**src/hdl/i2c_master_bit_engine_assert.svh**
```systemverilog
// assertion macros shared by the i2c master bit engine
`ifndef I2C_MASTER_BIT_ENGINE_ASSERT_SVH
`define I2C_MASTER_BIT_ENGINE_ASSERT_SVH

// same-cycle implication, checked out of reset
`define I2CBE_ASSERT_NOW(label, clk, rstn, ante, cons, msg) \
    label: assert property (@(posedge clk) disable iff (!(rstn)) (ante) |-> (cons)) \
        else $error(msg);

// next-cycle implication, checked out of reset
`define I2CBE_ASSERT_NEXT(label, clk, rstn, ante, cons, msg) \
    label: assert property (@(posedge clk) disable iff (!(rstn)) (ante) |=> (cons)) \
        else $error(msg);

`endif

```
**src/hdl/i2cbe_pkg.sv**
```systemverilog
// types, codes and constants of the i2c master bit engine
package i2cbe_pkg;

    localparam int DELAY_WIDTH_DEF = 16;
    localparam int CFG_WIDTH       = 16;
    localparam logic [CFG_WIDTH-1:0] DELAY_RESET = 16'd4;

    localparam int Q_DEPTH = 2;
    localparam int Q_PTR_W = 1;
    localparam int Q_CNT_W = 2;

    typedef enum logic [2:0] {
        OP_NONE   = 3'd0,
        OP_START  = 3'd1,
        OP_STOP   = 3'd2,
        OP_WRITE  = 3'd3,
        OP_READ   = 3'd4,
        OP_MACK   = 3'd5,
        OP_MNACK  = 3'd6,
        OP_ACKCLK = 3'd7
    } op_t;

    typedef struct packed {
        logic [2:0] opcode;
        logic [7:0] tx_byte;
        logic       sda_in;
    } in_t;

    typedef struct packed {
        logic       scl_out;
        logic       sda_out;
        logic [7:0] rx_byte;
        logic       rx_valid;
        logic       busy_res;
        logic       command_dropped;
    } out_t;

    // decoded item as queued between front and back
    typedef struct packed {
        op_t        op;
        logic       has_cmd;
        logic [1:0] last_phase;
        logic       byte_cmd;
        logic [7:0] tx_byte;
        logic       sda_in;
    } q_item_t;

endpackage

```
**src/hdl/i2cbe_front.sv**
```systemverilog
// front end: takes tick items, decodes the command, queues them for the engine
module i2cbe_front (
    input  logic              aclk,
    input  logic              aresetn,
    input  logic              s_valid,
    output logic              s_ready,
    input  i2cbe_pkg::in_t    s_data,
    output logic              q_valid,
    input  logic              q_ready,
    output i2cbe_pkg::q_item_t q_item
);
    import i2cbe_pkg::*;

    q_item_t              ent_reg [Q_DEPTH];
    logic [Q_PTR_W-1:0]   wr_ptr_reg, wr_ptr_next;
    logic [Q_PTR_W-1:0]   rd_ptr_reg, rd_ptr_next;
    logic [Q_CNT_W-1:0]   cnt_reg, cnt_next;
    q_item_t              dec;
    logic                 push, pop;

    // classify the opcode
    always_comb begin
        dec.op         = op_t'(s_data.opcode);
        dec.has_cmd    = (op_t'(s_data.opcode) != OP_NONE);
        dec.tx_byte    = s_data.tx_byte;
        dec.sda_in     = s_data.sda_in;
        case (op_t'(s_data.opcode)) inside
            OP_START, OP_MACK: dec.last_phase = 2'd3;
            default:           dec.last_phase = 2'd2;
        endcase
        case (op_t'(s_data.opcode)) inside
            OP_WRITE, OP_READ: dec.byte_cmd = 1'b1;
            default:           dec.byte_cmd = 1'b0;
        endcase
    end

    assign s_ready = (cnt_reg != Q_CNT_W'(Q_DEPTH));
    assign q_valid = (cnt_reg != '0);
    assign q_item  = ent_reg[rd_ptr_reg];
    assign push    = s_valid && s_ready;
    assign pop     = q_valid && q_ready;

    always_comb begin
        wr_ptr_next = push ? wr_ptr_reg + 1'b1 : wr_ptr_reg;
        rd_ptr_next = pop ? rd_ptr_reg + 1'b1 : rd_ptr_reg;
        cnt_next    = cnt_reg;
        if (push && !pop) begin
            cnt_next = cnt_reg + 1'b1;
        end else if (pop && !push) begin
            cnt_next = cnt_reg - 1'b1;
        end
    end

    always_ff @(posedge aclk) begin
        if (push) begin
            ent_reg[wr_ptr_reg] <= dec;
        end
    end

    always_ff @(posedge aclk) begin
        if (!aresetn) begin
            wr_ptr_reg <= '0;
            rd_ptr_reg <= '0;
            cnt_reg    <= '0;
        end else begin
            wr_ptr_reg <= wr_ptr_next;
            rd_ptr_reg <= rd_ptr_next;
            cnt_reg    <= cnt_next;
        end
    end

endmodule

```
**src/hdl/i2cbe_back.sv**
```systemverilog
// back end: phase/wait engine driving scl and sda, one queued item per cycle unless a low m_ready stalls the output
module i2cbe_back #(
    parameter int DELAY_WIDTH = i2cbe_pkg::DELAY_WIDTH_DEF
) (
    input  logic                          aclk,
    input  logic                          aresetn,
    input  logic                          cfg_wr_en,
    input  logic [i2cbe_pkg::CFG_WIDTH-1:0] cfg_wr_data,
    input  logic                          q_valid,
    output logic                          q_ready,
    input  i2cbe_pkg::q_item_t            q_item,
    output logic                          eng_fire,
    output logic                          m_valid,
    input  logic                          m_ready,
    output i2cbe_pkg::out_t               m_data
);
    import i2cbe_pkg::*;

    logic [DELAY_WIDTH-1:0] delay_reg;
    logic [DELAY_WIDTH-1:0] eff_delay;

    op_t                    cmd_reg, cmd_next;
    logic [1:0]             last_reg, last_next;
    logic                   byte_reg, byte_next;
    logic [1:0]             phase_reg, phase_next;
    logic [2:0]             bit_reg, bit_next;
    logic [DELAY_WIDTH-1:0] wait_reg, wait_next;
    logic [7:0]             shift_reg, shift_next;
    logic                   scl_reg, scl_next;
    logic                   sda_reg, sda_next;
    logic [7:0]             rx_reg, rx_next;
    logic                   rxv, drop, do_act;

    logic                   m_valid_reg, m_valid_next;
    out_t                   m_data_reg;

    assign eff_delay = (delay_reg == '0) ? DELAY_WIDTH'(1) : delay_reg;
    assign q_ready   = !m_valid_reg || m_ready;
    assign eng_fire  = q_valid && q_ready;

    always_comb begin
        cmd_next   = cmd_reg;
        last_next  = last_reg;
        byte_next  = byte_reg;
        phase_next = phase_reg;
        bit_next   = bit_reg;
        wait_next  = wait_reg;
        shift_next = shift_reg;
        scl_next   = scl_reg;
        sda_next   = sda_reg;
        rx_next    = rx_reg;
        rxv        = 1'b0;
        drop       = 1'b0;
        do_act     = 1'b0;

        // advance the running command
        if (cmd_reg != OP_NONE) begin
            if (wait_reg > DELAY_WIDTH'(1)) begin
                wait_next = wait_reg - 1'b1;
            end else if (phase_reg == last_reg && (!byte_reg || bit_reg == 3'd7)) begin
                if (cmd_reg == OP_READ) begin
                    rx_next = shift_reg;
                    rxv     = 1'b1;
                end
                cmd_next   = OP_NONE;
                phase_next = '0;
                bit_next   = '0;
                wait_next  = '0;
            end else begin
                if (phase_reg == last_reg) begin
                    phase_next = '0;
                    bit_next   = bit_reg + 1'b1;
                end else begin
                    phase_next = phase_reg + 1'b1;
                end
                do_act = 1'b1;
            end
            if (cmd_next != OP_NONE && q_item.has_cmd) begin
                drop = 1'b1;
            end
        end

        // idle by now: take this tick's command
        if (cmd_next == OP_NONE && q_item.has_cmd) begin
            cmd_next   = q_item.op;
            last_next  = q_item.last_phase;
            byte_next  = q_item.byte_cmd;
            phase_next = '0;
            bit_next   = '0;
            if (q_item.op == OP_WRITE) begin
                shift_next = q_item.tx_byte;
            end
            do_act = 1'b1;
        end

        // line change of the current phase
        if (do_act) begin
            case (cmd_next)
                OP_START: begin
                    case (phase_next)
                        2'd0:    sda_next = 1'b1;
                        2'd1:    scl_next = 1'b1;
                        2'd2:    sda_next = 1'b0;
                        default: scl_next = 1'b0;
                    endcase
                end
                OP_STOP: begin
                    case (phase_next)
                        2'd0:    sda_next = 1'b0;
                        2'd1:    scl_next = 1'b1;
                        default: sda_next = 1'b1;
                    endcase
                end
                OP_WRITE: begin
                    case (phase_next)
                        2'd0: begin
                            sda_next   = shift_next[7];
                            shift_next = {shift_next[6:0], 1'b0};
                        end
                        2'd1:    scl_next = 1'b1;
                        default: scl_next = 1'b0;
                    endcase
                end
                OP_READ: begin
                    case (phase_next)
                        2'd0:    scl_next = 1'b1;
                        2'd1:    shift_next = {shift_reg[6:0], q_item.sda_in};
                        default: scl_next = 1'b0;
                    endcase
                end
                OP_MACK: begin
                    case (phase_next)
                        2'd0:    sda_next = 1'b0;
                        2'd1:    scl_next = 1'b1;
                        2'd2:    scl_next = 1'b0;
                        default: sda_next = 1'b1;
                    endcase
                end
                default: begin
                    case (phase_next)
                        2'd0:    sda_next = 1'b1;
                        2'd1:    scl_next = 1'b1;
                        default: scl_next = 1'b0;
                    endcase
                end
            endcase
            wait_next = eff_delay;
        end
    end

    assign m_valid_next = eng_fire ? 1'b1 : (m_ready ? 1'b0 : m_valid_reg);

    always_ff @(posedge aclk) begin
        if (!aresetn) begin
            delay_reg   <= DELAY_WIDTH'(DELAY_RESET);
            cmd_reg     <= OP_NONE;
            last_reg    <= 2'd2;
            byte_reg    <= 1'b0;
            phase_reg   <= '0;
            bit_reg     <= '0;
            wait_reg    <= '0;
            shift_reg   <= '0;
            scl_reg     <= 1'b1;
            sda_reg     <= 1'b1;
            rx_reg      <= '0;
            m_valid_reg <= 1'b0;
        end else begin
            if (cfg_wr_en) begin
                delay_reg <= DELAY_WIDTH'(cfg_wr_data);
            end
            if (eng_fire) begin
                cmd_reg   <= cmd_next;
                last_reg  <= last_next;
                byte_reg  <= byte_next;
                phase_reg <= phase_next;
                bit_reg   <= bit_next;
                wait_reg  <= wait_next;
                shift_reg <= shift_next;
                scl_reg   <= scl_next;
                sda_reg   <= sda_next;
                rx_reg    <= rx_next;
            end
            m_valid_reg <= m_valid_next;
        end
    end

    always_ff @(posedge aclk) begin
        if (eng_fire) begin
            m_data_reg.scl_out         <= scl_next;
            m_data_reg.sda_out         <= sda_next;
            m_data_reg.rx_byte         <= rx_next;
            m_data_reg.rx_valid        <= rxv;
            m_data_reg.busy_res        <= (cmd_next != OP_NONE);
            m_data_reg.command_dropped <= drop;
        end
    end

    assign m_valid = m_valid_reg;
    assign m_data  = m_data_reg;

endmodule

```
**src/hdl/i2c_master_bit_engine.sv**
```systemverilog
// top level of the i2c master bit engine: front queue, line engine, checks
//
//  port group        | dir | handshake          | carries
//  ------------------+-----+--------------------+---------------------------------
//  s_valid/s_data    | in  | s_valid / s_ready  | one tick: opcode, tx_byte, sda_in
//  m_valid/m_data    | out | m_valid / m_ready  | one result per tick: lines, rx, flags
//  cfg_wr_en/_data   | in  | write enable only  | delay_ticks
//
//  one tick item in and one result item out per clock when both sides flow
//  each item is registered in a queue entry, then the engine step registers it into the output register
//  the engine advances once per item, so line timing counts items, not clocks
//  reset (synchronous, aresetn low) releases both lines high, delay 4, queue empty
//  a stalled m_ready backs up into the two-entry queue before s_ready drops
`include "i2c_master_bit_engine_assert.svh"

module i2c_master_bit_engine #(
    parameter int DELAY_WIDTH = i2cbe_pkg::DELAY_WIDTH_DEF
) (
    input  logic                            aclk,
    input  logic                            aresetn,
    input  logic                            s_valid,
    output logic                            s_ready,
    input  i2cbe_pkg::in_t                  s_data,
    output logic                            m_valid,
    input  logic                            m_ready,
    output i2cbe_pkg::out_t                 m_data,
    input  logic                            cfg_wr_en,
    input  logic [i2cbe_pkg::CFG_WIDTH-1:0] cfg_wr_data
);
    import i2cbe_pkg::*;

    // queue side between decode and engine
    logic    q_valid;
    logic    q_ready;
    q_item_t q_item;
    // engine took an item this cycle
    logic    eng_fire;

    // front: decode the opcode and hold items while the engine stalls
    i2cbe_front u_front (
        .aclk    (aclk),
        .aresetn (aresetn),
        .s_valid (s_valid),
        .s_ready (s_ready),
        .s_data  (s_data),
        .q_valid (q_valid),
        .q_ready (q_ready),
        .q_item  (q_item)
    );

    // back: phase and wait counters, line levels, read shifter, output register
    i2cbe_back #(
        .DELAY_WIDTH (DELAY_WIDTH)
    ) u_back (
        .aclk        (aclk),
        .aresetn     (aresetn),
        .cfg_wr_en   (cfg_wr_en),
        .cfg_wr_data (cfg_wr_data),
        .q_valid     (q_valid),
        .q_ready     (q_ready),
        .q_item      (q_item),
        .eng_fire    (eng_fire),
        .m_valid     (m_valid),
        .m_ready     (m_ready),
        .m_data      (m_data)
    );

    // a dropped command only happens while a command keeps running
    `I2CBE_ASSERT_NOW(a_drop_busy, aclk, aresetn, m_valid && m_data.command_dropped, m_data.busy_res, "drop flagged while idle")
    // input back-pressure only when the queue holds something
    `I2CBE_ASSERT_NOW(a_full_queue, aclk, aresetn, !s_ready, q_valid, "s_ready low with empty queue")
    // every engine step lands in the output register
    `I2CBE_ASSERT_NEXT(a_step_out, aclk, aresetn, eng_fire, m_valid, "engine step lost")

endmodule
```
**config.mk**
```make
export PLATFORM = sky130hd
export DESIGN_NAME = i2c_master_bit_engine
export DESIGN_NICKNAME = d
export VERILOG_FILES = /design/src/hdl/i2cbe_pkg.sv /design/src/hdl/i2cbe_front.sv /design/src/hdl/i2cbe_back.sv /design/src/hdl/i2c_master_bit_engine.sv
export VERILOG_INCLUDE_DIRS = /design/src /design/src/hdl
export SDC_FILE = /design/constraint.sdc
export NUM_CORES = 1
export LEC_CHECK = 0
export ABC_AREA = 0
export BUFFER_PORTS_ARGS = -buffer_cell sky130_fd_sc_hd__buf_4
export CORE_MARGIN = 8
export CORE_UTILIZATION = 45
export DETAILED_ROUTE_END_ITERATION = 10
export SLEW_MARGIN = 20
export SYNTH_ARGS = -nofsm -noshare
export SYNTH_HDL_FRONTEND = slang
export SYNTH_SLANG_ARGS = --single-unit
```
**constraint.sdc**
```tcl
create_clock -name aclk -period 5.1 [get_ports aclk]
set_clock_uncertainty 0.2 [all_clocks]
set_input_delay 0.765 -clock aclk [delete_from_list [all_inputs] [get_ports aclk]]
set_output_delay 0.765 -clock aclk [all_outputs]
set_load 0.01 [all_outputs]
```
==> reports/qor.yml, run 1 <==
outcome:
  outcome: "finished clean"
clock_network:
  postCtsHoldBufs: 0
  clkSinkCount: 109
  cts.path.max_buffers: 2
  cts_tree: "yes"
  htreeDepth: 3
  cts_setup_buffers: 0
  cts_resized: 0
  clk_pin_slew_ns: 0.07
  cts_made_buffers: 9
  clk_latency_ns: 0.36
  cts_root_buffer: "clkbuf_16"
final_layout:
  drive_gt1_frac: 0.1685
  nets: 672
  areaGrowthSynthToFinish_pct: 13.14
  layout_commonest_cell: "dfxtp_1"
  num_antenna_cells: 0
  largest_reg_flops: 30
  layout_common_cells: "dfxtp_1, nand2_1, buf_4"
  instances_no_fill: 807
timing:
  finalCritPeriodShare: 0.8509
  finalSetupViolations: 0
  max_freq_mhz: 230.4
  fin_crit_ns: 4.340
  setup_tns_ns: 0
  hold_viol: 0
  slew_violations: 0
  slew_headroom: 0.2623
  max_slew.worst_pin.slew_ns: 1.099
  rsz0062_at_grt: "false"
worst_setup_path:
  worstSetupEndpointType: "flop"
  critPathArrivalTime_ns: 4.39
  startpoint_type: "flop"
  startpoint: "u_back.wait_reg[5]"
  r2r-start: "u_back.wait_reg[5]"
  reg2reg_slack_ns: 0.76
  critPathKind: "reg -> reg"
  required_ns: 5.15
  critPathMaxFanout: 24
die:
  io_pins: 48
  start_util: 0.4611
  die_area_sq_um: 16830
  coreArea_sq_um: 12620
  dieWidth_um: 129.7
  die_y_um: 129.7
  rows: 41
synthesis:
  synth_ff_type: "dfxtp_1"
  yosys.area.top_type: "dfxtp_1"
  synth-edff-count: 43
  syn-num-nets: 643
  synthArstFlopShare: 0
  syn_area_sq_um: 5819
  avgSynthCellArea_sq_um: 9.683
  ys_types: 70
  netlist_instances: 601
  ys_seq_elements: 109
  yosysWarnings: 0
  synth.top_cell.area_share: 0.2270
  yosys-top-cells-area: "dfxtp_1, edfxtp_1, mux2i_1"
  yosysSeqAreaShare: 0.4489
grt:
  grt-ovfl-total: 0
  use_met2: 0.2992
  grt_antenna_before_repair: 0
  grt_pass1_vias: 4610
  gr-usage-met3: 0.04162
  grt_start_max_net_pins: 67
  track_usage: 0.1752
  grt_pass1_wl_um: 23270
  grt-busiest-layer: "met2"
  grtUsageMet1: 0.2066
placed_design:
  dp_hpwl_um: 9878
  dp.cells: 791
  gp_congestion: 0.8517
  io_buffers: 47
pwr:
  netSwitchingFraction: 0.4241
  switchingPower_uw: 1560
  p_comb_frac: 0.475
  leakagePower_uw: 0.002478
  p_int_uw: 2118
  power.total_uw: 3678
  seq_power_share: 0.336
  ir_worst_vdd_mv: 0.2656
  power.density_nw_per_um2: 558.7
  pwr-share-clk: 0.189
worst_hold_path:
  holdCritPathClass: "reg -> reg"
  min_from: "u_back.rx_reg[5]"
routing:
  wl_um: 14150
  drc_errors: 0
  drtIter0Drc: 462
  num_vias: 4708
  ant_nets: 0
  wl_per_cell_um: 17.54
  avgViaCountPerCell: 5.834
  first_pass_iters: 5
flow_run:
  drv_cap: 0
## through the flow
step / hold WS [ns] / instance area (sq um) / util / setup slack [ns]
finish: 0.2537 / 6584 / 0.5217 / 0.7604
global route: 0.2755 / 6584 / 0.5217 / 0.5206
CTS: 0.2558 / 6584 / 0.5217 / 0.7945
detailed placement: 0.2462 / 6291 / 0.4985 / 0.8394
global placement: 0.2375 / 6291 / 0.4985 / 0.9798
floorplan: 0.2326 / 5819 / - / 1.342
## Yosys cell counts (7+ instances only)
master	instances
a21boi_1	10
a21oi_1	21
a22oi_1	17
and2_1	15
clkbuf_1	28
dfxtp_1	66
edfxtp_1	43
ha_1	9
inv_1	11
mux2_2	19
mux2i_1	32
nand2_1	64
nand3_1	13
nor2_1	35
nor2b_1	26
nor3_1	15
nor4_1	7
o21ai_0	40
or3_1	7
## routing by layer
metal,up-vias,routed length [um],part of all wire
li1,2288,-,-
met4,0,295,0.021
met1,2268,6123,0.43
met5,-,0,0
met3,23,693,0.049
met2,129,7038,0.50
## final cells by class
| type | count | area (sq um) |
|---|---|---|
| fill | 1210 | 6036 |
| multi-input combinational | 445 | 3017 |
| sequential | 109 | 2613 |
| timing repair buffer | 54 | 405.4 |
| clock buffer | 10 | 229.0 |
| tap | 172 | 215.2 |
| clock inverter | 6 | 63.81 |
| inverter | 11 | 41.29 |
## worst max-delay path, stage by stage, from the launching register on
cell	delay, ns
dfxtp_1	0.34
or3_1	0.50
or4_1	0.65
o31a_1	0.50
nor2_1	0.26
a311o_1	0.25
ha_1	0.73
a31oi_1	0.20
a311oi_1	0.29
o21ai_0	0.11
a22o_1	0.18
## final timing paths
path / end / cells past startpoint
hold / removal: u_back.rx_reg[5] / 2
hold reg to reg: u_back.rx_reg[5] / 2
setup / recovery: u_back.shift_reg[2] / 10
setup reg to reg: u_back.shift_reg[2] / 10
## kinds of logic (layout without fill, tap and decap cells)
| logic type | Yosys count | in the layout | synth area share |
|---|---|---|---|
| AOI/OAI and AO/OA | 162 | 162 | 0.2021 |
| xor gates and xnor gates | 8 | 8 | 0.01204 |
| adders and majority gates | 9 | 9 | 0.01935 |
| buffers and inverters | 47 | 81 | 0.03268 |
| DFF | 109 | 109 | 0.4489 |
| muxes | 51 | 51 | 0.09181 |
| and+or+nand+nor | 215 | 215 | 0.1931 |
## power groups by stage
stage          Clock [uW]  Combinational, uW  Sequential [uW]
6_report              694               1750             1240
5_1_grt               743               1920             1260
4_1_cts               715               1740             1240
3_5_place_dp            0               1720             1260
3_3_place_gp            0               1700             1250
2_1_floorplan           0               1290             1230
Power figures use the tool's default switching activity.
==> inputs of run 2 (changes only) <==
CORE_MARGIN = not set   (was 8)
==> run 2 against run 1 <==
Setup slack lost 0.014 ns. Combinational power is essentially flat. First-iteration DRC count shrank 27%. Global-route usage grew 4.3 points. Die area shrank 20%. Flip-flop and latch count is the same. Cell count is the same. Sequential power is essentially flat. Core utilization is essentially flat. Routed wire length shrank 2.4%. Non-clock buffer count is the same. Critical path type unchanged. Largest power group unchanged.
==> reports/qor.yml, run 2 (synthesis gave the netlist of run 1 again) <==
clock_network:
  cts_tree: "yes"
  cts.path.max_buffers: 2
  cts_root_buffer: "clkbuf_16"
  clkSinkCount: 109
  cts_resized: 0
  clk_latency_ns: 0.35
  clk_pin_slew_ns: 0.07
  postCtsHoldBufs: 0
  htreeDepth: 3
  cts_setup_buffers: 0
  cts_made_buffers: 9
routing:
  wl_um: 13810
  drtIter0Drc: 337
  num_vias: 4708
  avgViaCountPerCell: 5.834
  ant_nets: 0
  drc_errors: 0
  wl_per_cell_um: 17.11
  first_pass_iters: 4
timing:
  max_slew.worst_pin.slew_ns: 1.051
  slew_headroom: 0.2945
  rsz0062_at_grt: "false"
  finalCritPeriodShare: 0.8537
  fin_crit_ns: 4.354
  finalSetupViolations: 0
  hold_viol: 0
  setup_ws_ns: 0.7460
  max_freq_mhz: 229.7
  slew_violations: 0
  setup_tns_ns: 0
grt:
  grt_pass1_vias: 4515
  grt-ovfl-total: 0
  grt_start_max_net_pins: 67
  track_usage: 0.2179
  grt_pass1_wl_um: 22570
  grt_antenna_before_repair: 0
final_layout:
  nets: 672
  layout_common_cells: "dfxtp_1, nand2_1, buf_4"
  num_antenna_cells: 0
  drive_gt1_frac: 0.1669
  final_util: 0.5216
  layout_commonest_cell: "dfxtp_1"
  areaGrowthSynthToFinish_pct: 13.12
  largest_reg_flops: 30
die:
  coreArea_sq_um: 12620
  dieWidth_um: 115.7
  io_pins: 48
  rows: 41
  start_util: 0.4611
  die_area_sq_um: 13390
  die_y_um: 115.7
worst_setup_path:
  critPathArrivalTime_ns: 4.23
  slowest_delay_ns: 0.64
  critPathMaxFanout: 20
  required_ns: 4.97
  worstSetupEndpointType: "flop"
  cpMostUsedCell: "nor2_1"
  cp_slowest_cell: "or4_1"
  critPathKind: "reg -> reg"
  path_cells: "or3_1 > or4_1 > o31a_1 > nor2_1 > a311o_1 > ha_1 > nor2_1 > a21oi_1 > o22ai_1 > nor3_1 > o21ai_1"
  startpoint_type: "flop"
placed_design:
  dp_hpwl_um: 9634
  gp_congestion: 0.8687
  io_buffers: 47
  place_ws_ns: 0.8209
pwr:
  leakagePower_uw: 0.002476
  ir_worst_vdd_mv: 0.2898
  power.density_nw_per_um2: 556.6
outcome:
  outcome: "finished clean"
worst_hold_path:
  holdCritPathClass: "reg -> reg"
flow_run:
  drv_cap: 0
run 2: changes by cell type in the layout (fill, tap and decap cells not counted), sizes merged:
cell,change
inv,+1
clkinv,-1
run 2: path summary, 6_finish.rpt:
kind	start	endpoint	slack, ns	cells past startpoint
min	u_back.rx_reg[5]	u_back.rx_reg[5]	0.25	2
max reg2reg	u_back.wait_reg[5]	u_back.m_data[11]	0.75	11
min reg2reg	u_back.rx_reg[5]	u_back.rx_reg[5]	0.25	2
max	u_back.wait_reg[5]	u_back.m_data[11]	0.75	11
run 2: report_power, final:
| group | internal (uW) | switching, uW | total (uW) | leakage [uW] |
|---|---|---|---|---|
| Sequential | 1100 | 140 | 1240 | 0.000943 |
| Clock | 380 | 311 | 691 | 0.000137 |
| Combinational | 639 | 1090 | 1730 | 0.00140 |
| Total | 2120 | 1550 | 3660 | 0.00248 |
run 2: cell type report:
| cell class | instances | area, sq um |
|---|---|---|
| clock inverters | 6 | 62.56 |
| flip-flops and latches | 109 | 2613 |
| clock buffers | 10 | 229.0 |
| repair buffers | 54 | 405.4 |
| well taps | 172 | 215.2 |
| fillers | 1200 | 6037 |
| multi-input cells | 445 | 3017 |
| inverters | 11 | 41.29 |
run 2: critical path, delay by kind of cell (launching register included):
family / cells / cell delay [ns]
compound gates: 5 / 1.13
fa+ha+maj: 1 / 0.63
flops: 1 / 0.34
simple gates: 5 / 1.77
run 2: through the flow:
| stage | hold WS [ns] | cells | area (sq um) | total power, uW |
|---|---|---|---|---|
| 6_report | 0.2518 | 807 | 6583 | 3664 |
| 5_1_grt | 0.2785 | 807 | 6583 | 3914 |
| 4_1_cts | 0.2554 | 807 | 6583 | 3673 |
| 3_5_place_dp | 0.2461 | 791 | 6291 | 2971 |
| 3_3_place_gp | 0.2378 | 791 | 6291 | 2944 |
| 2_1_floorplan | 0.2326 | 601 | 5819 | 2521 |
run 2: per-layer routing:
metal | track usage | wire length, um | vias to the layer above
met5 | 0 | 0 | -
met4 | 0.08034 | 343 | 0
met3 | 0.05073 | 571 | 27
met2 | 0.3733 | 6891 | 126
met1 | 0.2674 | 6001 | 2265
li1 | - | - | 2290
